`src/design/dtw_pkg.sv`:
```
// Shared types, constants and helper functions for the date-to-weekday block.
package dtw_pkg;

	typedef enum logic [2:0] {
		ERR_NONE      = 3'd0,
		ERR_YEAR      = 3'd1,
		ERR_MONTH     = 3'd2,
		ERR_NOT_LEAP  = 3'd3,
		ERR_DAY_RANGE = 3'd4,
		ERR_DAY_MONTH = 3'd5
	} err_code_t;

	localparam logic [11:0] YEAR_MIN   = 12'd1901;
	localparam logic [11:0] YEAR_MAX   = 12'd2092;
	localparam logic [11:0] YEAR_PIVOT = 12'd2000;
	localparam logic [11:0] CENT_19    = 12'd1900;
	localparam logic [6:0]  ROW_OFS_19 = 7'd3;
	localparam logic [6:0]  ROW_OFS_20 = 7'd19;
	localparam logic [4:0]  ROW_PIVOT  = 5'd19;
	localparam int          ROWS       = 28;
	localparam int          MONTHS     = 12;
	localparam logic [5:0]  DAY_MAX    = 6'd31;
	localparam logic [3:0]  FEBRUARY   = 4'd2;
	localparam logic [5:0]  LEAP_DAY   = 6'd29;

	typedef logic [0:MONTHS-1][2:0] rom_row_t;

	// Month lengths for the length check; February counts 29, unused codes 0.
	localparam logic [4:0] MONTH_LEN [16] = '{
		5'd0, 5'd31, 5'd29, 5'd31, 5'd30, 5'd31, 5'd30, 5'd31,
		5'd31, 5'd30, 5'd31, 5'd30, 5'd31, 5'd0, 5'd0, 5'd0
	};

	// Year-row by month table: first weekday offset of each month.
	localparam rom_row_t ROW_ROM [ROWS] = '{
		'{3'd4,3'd0,3'd0,3'd3,3'd5,3'd1,3'd3,3'd6,3'd2,3'd4,3'd0,3'd2},
		'{3'd5,3'd1,3'd1,3'd4,3'd6,3'd2,3'd4,3'd0,3'd3,3'd5,3'd1,3'd3},
		'{3'd6,3'd2,3'd2,3'd5,3'd0,3'd3,3'd5,3'd1,3'd4,3'd6,3'd2,3'd4},
		'{3'd0,3'd3,3'd4,3'd0,3'd2,3'd5,3'd0,3'd3,3'd6,3'd1,3'd4,3'd6},
		'{3'd2,3'd5,3'd5,3'd1,3'd3,3'd6,3'd1,3'd4,3'd0,3'd2,3'd5,3'd0},
		'{3'd3,3'd6,3'd6,3'd2,3'd4,3'd0,3'd2,3'd5,3'd1,3'd3,3'd6,3'd1},
		'{3'd4,3'd0,3'd0,3'd3,3'd5,3'd1,3'd3,3'd6,3'd2,3'd4,3'd0,3'd2},
		'{3'd5,3'd1,3'd2,3'd5,3'd0,3'd3,3'd5,3'd1,3'd4,3'd6,3'd2,3'd4},
		'{3'd0,3'd3,3'd3,3'd6,3'd1,3'd4,3'd6,3'd2,3'd5,3'd0,3'd3,3'd5},
		'{3'd1,3'd4,3'd4,3'd0,3'd2,3'd5,3'd0,3'd3,3'd6,3'd1,3'd4,3'd6},
		'{3'd2,3'd5,3'd5,3'd1,3'd3,3'd6,3'd1,3'd4,3'd0,3'd2,3'd5,3'd0},
		'{3'd3,3'd6,3'd0,3'd3,3'd5,3'd1,3'd3,3'd6,3'd2,3'd4,3'd0,3'd2},
		'{3'd5,3'd1,3'd1,3'd4,3'd6,3'd2,3'd4,3'd0,3'd3,3'd5,3'd1,3'd3},
		'{3'd6,3'd2,3'd2,3'd5,3'd0,3'd3,3'd5,3'd1,3'd4,3'd6,3'd2,3'd4},
		'{3'd0,3'd3,3'd3,3'd6,3'd1,3'd4,3'd6,3'd2,3'd5,3'd0,3'd3,3'd5},
		'{3'd1,3'd4,3'd5,3'd1,3'd3,3'd6,3'd1,3'd4,3'd0,3'd2,3'd5,3'd0},
		'{3'd3,3'd6,3'd6,3'd2,3'd4,3'd0,3'd2,3'd5,3'd1,3'd3,3'd6,3'd1},
		'{3'd4,3'd0,3'd0,3'd3,3'd5,3'd1,3'd3,3'd6,3'd2,3'd4,3'd0,3'd2},
		'{3'd5,3'd1,3'd1,3'd4,3'd6,3'd2,3'd4,3'd0,3'd3,3'd5,3'd1,3'd3},
		'{3'd6,3'd2,3'd3,3'd6,3'd1,3'd4,3'd6,3'd2,3'd5,3'd0,3'd3,3'd5},
		'{3'd1,3'd4,3'd4,3'd0,3'd2,3'd5,3'd0,3'd3,3'd6,3'd1,3'd4,3'd6},
		'{3'd2,3'd5,3'd5,3'd1,3'd3,3'd6,3'd1,3'd4,3'd0,3'd2,3'd5,3'd0},
		'{3'd3,3'd6,3'd6,3'd2,3'd4,3'd0,3'd2,3'd5,3'd1,3'd3,3'd6,3'd1},
		'{3'd4,3'd0,3'd1,3'd4,3'd6,3'd2,3'd4,3'd0,3'd3,3'd5,3'd1,3'd3},
		'{3'd6,3'd2,3'd2,3'd5,3'd0,3'd3,3'd5,3'd1,3'd4,3'd6,3'd2,3'd4},
		'{3'd0,3'd3,3'd3,3'd6,3'd1,3'd4,3'd6,3'd2,3'd5,3'd0,3'd3,3'd5},
		'{3'd1,3'd4,3'd4,3'd0,3'd2,3'd5,3'd0,3'd3,3'd6,3'd1,3'd4,3'd6},
		'{3'd2,3'd5,3'd6,3'd2,3'd4,3'd0,3'd2,3'd5,3'd1,3'd3,3'd6,3'd1}
	};

	// Reduce a value below 112 modulo 28 by at most three subtractions.
	function automatic logic [4:0] mod28(input logic [6:0] x);
		logic [6:0] r;
		r = x;
		for (int i = 0; i < 3; i++) begin
			if (r >= 7'd28) begin
				r = r - 7'd28;
			end
		end
		return r[4:0];
	endfunction

	// Reduce a 6-bit value modulo 7 by folding octal digits (8 = 1 mod 7).
	function automatic logic [2:0] mod7(input logic [5:0] x);
		logic [3:0] a;
		logic [2:0] b;
		a = {1'b0, x[5:3]} + {1'b0, x[2:0]};
		b = a[2:0] + {2'b0, a[3]};
		return (b == 3'd7) ? 3'd0 : b;
	endfunction

endpackage

```
`src/design/dtw_ifs.sv`:
```
// Valid/ready channel interfaces for the date input and the weekday result.
interface dtw_date_if;
	logic        valid;
	logic        ready;
	logic [5:0]  day_of_month;
	logic [3:0]  month_number;
	logic [11:0] full_year;

	modport source (output valid, day_of_month, month_number, full_year, input ready);
	modport sink   (input valid, day_of_month, month_number, full_year, output ready);
endinterface

interface dtw_wday_if;
	logic       valid;
	logic       ready;
	logic [2:0] weekday;
	logic [2:0] error_code;

	modport source (output valid, weekday, error_code, input ready);
	modport sink   (input valid, weekday, error_code, output ready);
endinterface

```
`src/design/date_to_weekday.sv`:
```
// Date-to-weekday converter: validity checks and perpetual-calendar lookup.
// An accepted date beat passes the input register _s1 and then the result
// register _s2 before its result beat appears on wday_out.
// Throughput: one date per cycle; both stages advance together whenever the
// result register is empty or its beat is taken.
// Reset: arst_n clears both stage valid bits at once; payload is not reset.
module date_to_weekday
	import dtw_pkg::*;
(
	input logic        clk,
	input logic        arst_n,
	dtw_date_if.sink   date_in,
	dtw_wday_if.source wday_out
);

	// Stage 1: registered date.
	logic        v_s1;
	logic [5:0]  day_s1;
	logic [3:0]  month_s1;
	logic [11:0] year_s1;

	// Stage 2: registered result.
	logic        v_s2;
	logic [2:0]  wday_s2;
	err_code_t   err_s2;

	logic adv_s2;   // result register may load
	logic adv_s1;   // input register may load

	// Result register frees up when empty or when its beat is taken;
	// the input register frees up when empty or when it moves forward.
	assign adv_s2 = !v_s2 || wday_out.ready;
	assign adv_s1 = !v_s1 || adv_s2;
	assign date_in.ready = adv_s1;

	always_ff @(posedge clk or negedge arst_n) begin
		if (!arst_n) begin
			v_s1 <= 1'b0;
		end else if (adv_s1) begin
			v_s1 <= date_in.valid;
		end
	end

	always_ff @(posedge clk) begin
		if (adv_s1 && date_in.valid) begin
			day_s1   <= date_in.day_of_month;
			month_s1 <= date_in.month_number;
			year_s1  <= date_in.full_year;
		end
	end

	// ------------------------------------------------------------------
	// Checks, in priority order. Within 1901..2092 the only century year
	// is 2000, which is a leap year, so leap reduces to year mod 4 == 0.
	// ------------------------------------------------------------------
	logic      year_ok;
	logic      month_ok;
	logic      leap;
	logic      day_ok;
	logic [4:0] month_len;
	err_code_t err_d;

	assign year_ok   = (year_s1 >= YEAR_MIN) && (year_s1 <= YEAR_MAX);
	assign leap      = (year_s1[1:0] == 2'b00);
	assign day_ok    = (day_s1 != 6'd0) && (day_s1 <= DAY_MAX);
	assign month_len = MONTH_LEN[month_s1];

	always_comb begin
		month_ok = month_s1 inside {[4'd1:4'd12]};
		if (!year_ok) begin
			err_d = ERR_YEAR;
		end else if (!month_ok) begin
			err_d = ERR_MONTH;
		end else if (!leap && month_s1 == FEBRUARY && day_s1 == LEAP_DAY) begin
			err_d = ERR_NOT_LEAP;
		end else if (!day_ok) begin
			err_d = ERR_DAY_RANGE;
		end else if (day_s1 > {1'b0, month_len}) begin
			err_d = ERR_DAY_MONTH;
		end else begin
			err_d = ERR_NONE;
		end
	end

	// ------------------------------------------------------------------
	// Weekday: pick the year row from the two low decimal digits, look up
	// the month's offset, then add the day and reduce mod 7.
	// ------------------------------------------------------------------
	logic        before_pivot;
	logic [11:0] yy_full;
	logic [6:0]  row_sum;
	logic [4:0]  row;
	logic [3:0]  month_idx;
	rom_row_t    rom_row;
	logic [2:0]  rom_val;
	logic [5:0]  day_sum;
	logic [2:0]  wday_d;

	assign before_pivot = (year_s1 < YEAR_PIVOT);
	assign yy_full      = year_s1 - (before_pivot ? CENT_19 : YEAR_PIVOT);
	assign row_sum      = yy_full[6:0] + (before_pivot ? ROW_OFS_19 : ROW_OFS_20);
	assign row          = (year_s1 == YEAR_PIVOT) ? ROW_PIVOT : mod28(row_sum);
	assign month_idx    = month_s1 - 4'd1;
	assign rom_row      = ROW_ROM[row];
	assign rom_val      = rom_row[month_idx];
	assign day_sum      = {3'b000, rom_val} + day_s1 - 6'd1;
	// Hold weekday at zero on any error.
	assign wday_d       = (err_d == ERR_NONE) ? mod7(day_sum) : 3'd0;

	always_ff @(posedge clk or negedge arst_n) begin
		if (!arst_n) begin
			v_s2 <= 1'b0;
		end else if (adv_s2) begin
			v_s2 <= v_s1;
		end
	end

	always_ff @(posedge clk) begin
		if (adv_s2 && v_s1) begin
			wday_s2 <= wday_d;
			err_s2  <= err_d;
		end
	end

	assign wday_out.valid      = v_s2;
	assign wday_out.weekday    = wday_s2;
	assign wday_out.error_code = err_s2;

	// ------------------------------------------------------------------
	// Assertions
	// ------------------------------------------------------------------
	a_err_zero_wday: assert property (@(posedge clk) disable iff (!arst_n)
		(v_s2 && err_s2 != ERR_NONE) |-> (wday_s2 == 3'd0))
		else $error("weekday nonzero with error set");

	a_wday_range: assert property (@(posedge clk) disable iff (!arst_n)
		v_s2 |-> (wday_s2 != 3'd7))
		else $error("weekday out of range");

	a_in_to_s1: assert property (@(posedge clk) disable iff (!arst_n)
		(date_in.valid && date_in.ready) |=> v_s1)
		else $error("accepted date beat lost before stage 1");

	a_s1_to_s2: assert property (@(posedge clk) disable iff (!arst_n)
		(v_s1 && adv_s1) |=> v_s2)
		else $error("stage 1 date lost before result register");

endmodule

```
`src/flat_wrapper.sv`:
```
// flat-port wrapper written by rule: the top's interface ports become plain ports
module date_to_weekday_flat import dtw_pkg::*;
  (clk, arst_n, date_in_valid, date_in_day_of_month, date_in_month_number, date_in_full_year, date_in_ready, wday_out_valid, wday_out_weekday, wday_out_error_code, wday_out_ready);
  dtw_date_if date_in_i ();
  dtw_wday_if wday_out_i ();
  input logic clk;
  input logic arst_n;
  input wire logic [$bits(date_in_i.valid)-1:0] date_in_valid;
  input wire logic [$bits(date_in_i.day_of_month)-1:0] date_in_day_of_month;
  input wire logic [$bits(date_in_i.month_number)-1:0] date_in_month_number;
  input wire logic [$bits(date_in_i.full_year)-1:0] date_in_full_year;
  output wire logic [$bits(date_in_i.ready)-1:0] date_in_ready;
  output wire logic [$bits(wday_out_i.valid)-1:0] wday_out_valid;
  output wire logic [$bits(wday_out_i.weekday)-1:0] wday_out_weekday;
  output wire logic [$bits(wday_out_i.error_code)-1:0] wday_out_error_code;
  input wire logic [$bits(wday_out_i.ready)-1:0] wday_out_ready;
  assign date_in_i.valid = date_in_valid;
  assign date_in_i.day_of_month = date_in_day_of_month;
  assign date_in_i.month_number = date_in_month_number;
  assign date_in_i.full_year = date_in_full_year;
  assign date_in_ready = date_in_i.ready;
  assign wday_out_valid = wday_out_i.valid;
  assign wday_out_weekday = wday_out_i.weekday;
  assign wday_out_error_code = wday_out_i.error_code;
  assign wday_out_i.ready = wday_out_ready;
  date_to_weekday u_core (.clk(clk), .arst_n(arst_n), .date_in(date_in_i), .wday_out(wday_out_i));
endmodule
```
`config.mk`:
```
export PLATFORM = sky130hd
export DESIGN_NAME = date_to_weekday_flat
export DESIGN_NICKNAME = d
export VERILOG_FILES = /design/src/design/dtw_pkg.sv /design/src/design/dtw_ifs.sv /design/src/design/date_to_weekday.sv /design/src/flat_wrapper.sv
export SDC_FILE = /design/constraint.sdc
export NUM_CORES = 1
export LEC_CHECK = 0
export ABC_AREA = 0
export BUFFER_PORTS_ARGS = -buffer_cell sky130_fd_sc_hd__buf_2
export CAP_MARGIN = 25
export CORE_MARGIN = 2
export CORE_UTILIZATION = 60
export CTS_BUF_LIST = sky130_fd_sc_hd__clkbuf_2 sky130_fd_sc_hd__clkbuf_4 sky130_fd_sc_hd__clkbuf_8
export CTS_CLUSTER_SIZE = 30
export DETAILED_ROUTE_END_ITERATION = 10
export PLACE_DENSITY = 0.79
export SYNTH_ARGS = -nofsm -noshare
export SYNTH_HDL_FRONTEND = slang
export SYNTH_SLANG_ARGS = --single-unit
```
`constraint.sdc`:
```
create_clock -name clk -period 13.6 [get_ports clk]
set_input_delay 1.36 -clock clk [delete_from_list [all_inputs] [get_ports clk]]
set_output_delay 1.36 -clock clk [all_outputs]
set_load 0.01 [all_outputs]
```
==> results.json <==
{
  "port_buffers": 33,
  "synth_edf_count": 28,
  "rsz0062_at_grt": "false",
  "cp_slowest_cell": "or2_1",
  "syn-num-nets": 664,
  "grt_max_degree": 35,
  "critPathTopFamily": "adder cells",
  "cap_violations": 0,
  "crit_path_start_kind": "flop",
  "initial_core_util_pct": 61.3,
  "yosysWarnings": 0,
  "synth_cell_types": 89,
  "wire_per_inst_um": 20.3,
  "drt-met1-wl_um": 5680,
  "synth_seq_area_share_pct": 19.1,
  "syn_area_per_cell_um2": 7.85,
  "worst_slew_pin_slew_ns": 1.06,
  "max_freq_mhz": 89.1,
  "numClockSinks": 30,
  "netlist_area_um2": 4660,
  "first_global_vias": 4915,
  "hold_buffers": 0,
  "rows": 32,
  "synth_async_sr_flop_share_pct": 6.67,
  "antenna_found_initial": 0,
  "cp_data_arrival_time_ns": 11.37,
  "finalSetupTns_ns": 0,
  "clock_path_buffers": 2,
  "drtAntennaViolNets": 0,
  "h-tree-depth": 2,
  "grt-ovfl-total": 0,
  "core_um2": 7610,
  "final_common_cell": "inv_1",
  "routed-via-count": 5003,
  "slew_viol_final": 0,
  "die_h_um": 92.1,
  "cpMostUsedCell": "ha_1",
  "grtUsageTotal_pct": 34.1,
  "period_share_pct": 82.6,
  "max-slew-margin-rel_pct": 29.0,
  "worstSkewPairLatency_ns": 0.27,
  "regToRegSetupSlack_ns": 2.37,
  "hp-class": "flop to flop",
  "end_kind": "flop",
  "cp_max_fo": 24,
  "diodes": 0,
  "crit_type": "flop to flop",
  "wl_met3_um": 1370,
  "slowest_delay_ns": 0.70,
  "root_buffer": "clkbuf_8",
  "setup_violations": 0,
  "top_layer": "met4",
  "grt_pass1_wl_um": 23600,
  "drt-total-wl_um": 14200,
  "areaGrowthSynthToFinish_pct": 5.96,
  "final_nets": 667,
  "syn-instance-count": 594,
  "die_w_um": 92.1,
  "ys_ff_latch": 30,
  "skew_ns": 0.00313,
  "wl_met2_um": 6520,
  "dpl.hpwl_um": 10100,
  "worstPathRequired_ns": 13.74,
  "dieArea_um2": 8490,
  "hold_violations": 0,
  "cts_resized": 0,
  "drc": 0,
  "final_cell_mix": "46 x inv_1, 45 x nor2_1, 41 x a21oi_1, 41 x ha_1",
  "synthFlopType": "edfxtp_1",
  "cts.reportedPaths.clkPinSlew_ns": 0.06,
  "via_per_inst": 7.15,
  "drive_above_1_share_pct": 13.0,
  "status": "complete, no violations",
  "post_cts_buffers": 0,
  "gp_congestion": 1.04,
  "pin_count": 34,
  "cp_num_buf_inv": 6,
  "numCtsBuffers": 5,
  "first_pass_iters": 6,
  "min_period_ns": 11.23,
  "cts_tree": "built",
  "drtIter0Drc": 648
}
[area by class of cell]
cell class / instances / area, um2
multi-input combinational: 476 / 3410
sequential: 30 / 891
tap: 102 / 128
inverter: 47 / 181
clock inverter: 3 / 63.8
fill: 668 / 2670
clock buffer: 5 / 68.8
timing repair buffer: 37 / 195
[cell families (layout without fill, tap and decap cells)]
family          after synthesis  after routing  share of synthesized area (%)
buf+inv                      88             92                           7.79
xor+xnor                     19             19                           4.22
flops                        30             30                           19.1
simple gates                177            177                           18.8
mux                           9              9                           2.42
fa+ha+maj                    44             44                           12.3
compound gates              227            227                           35.4
[routing by layer]
| layer | vias up | track usage [%] |
|---|---|---|
| li1 | 2278 | - |
| met3 | 66 | 5.92 |
| met5 | - | 0 |
| met2 | 338 | 54.8 |
| met1 | 2321 | 44.2 |
| met4 | 0 | 16.9 |
[per-stage QoR]
stage | cells | cell area [um2] | setup WS, ns | util [%] | hold slack, ns
final | 700 | 4940 | 2.37 | 64.9 | 0.512
after global routing | 700 | 4940 | 1.55 | 64.9 | 0.542
after CTS | 700 | 4940 | 2.50 | 64.9 | 0.513
after detailed placement | 692 | 4810 | 2.57 | 63.2 | 0.474
after global placement | 692 | 4810 | 3.01 | 63.2 | 0.468
after floorplan | 594 | 4660 | 3.86 | - | 0.449
[state kept, by name, summed over array words and instances (netlist names)]
signal,count
u_core.month_s1,4
u_core.year_s1,12
u_core.wday_out.error_code,3
u_core.day_s1,6
u_core.wday_out.valid,1
u_core.v_s1,1
u_core.wday_out.weekday,3
[Yosys cell counts, types with 12 or more instances]
master	n	share of area, %
edfxtp_1	28	18
ha_1	41	11
clkbuf_1	30	2.4
a211oi_1	13	2.1
nor2_1	45	3.6
o21ai_0	38	4.1
inv_1	46	3.7
a21oi_1	42	4.5
o211ai_1	17	2.7
xnor2_1	12	2.3
nor3_1	13	1.4
nand2_1	38	3.1
nand3_1	25	2.7
[final timing paths]
kind	start	endpoint	cells after the start
hold reg to reg	u_core.v_s1$_DFFE_PN0N_	u_core.wday_out.valid$_DFFE_PN0P_	1
min in group asynchronous	arst_n	u_core.wday_out.valid$_DFFE_PN0P_	1
setup / recovery	u_core.year_s1[6]$_DFFE_PP_	u_core.wday_out.weekday[2]$_SDFFCE_PP0P_	49
max in group asynchronous	arst_n	u_core.v_s1$_DFFE_PN0N_	1
hold / removal	u_core.v_s1$_DFFE_PN0N_	u_core.wday_out.valid$_DFFE_PN0P_	1
setup reg to reg	u_core.year_s1[6]$_DFFE_PP_	u_core.wday_out.weekday[2]$_SDFFCE_PP0P_	49
Power is left out: the tool's default activity adds up to more than one toggle a clock period on the data nets, which glitch-free logic cannot reach.
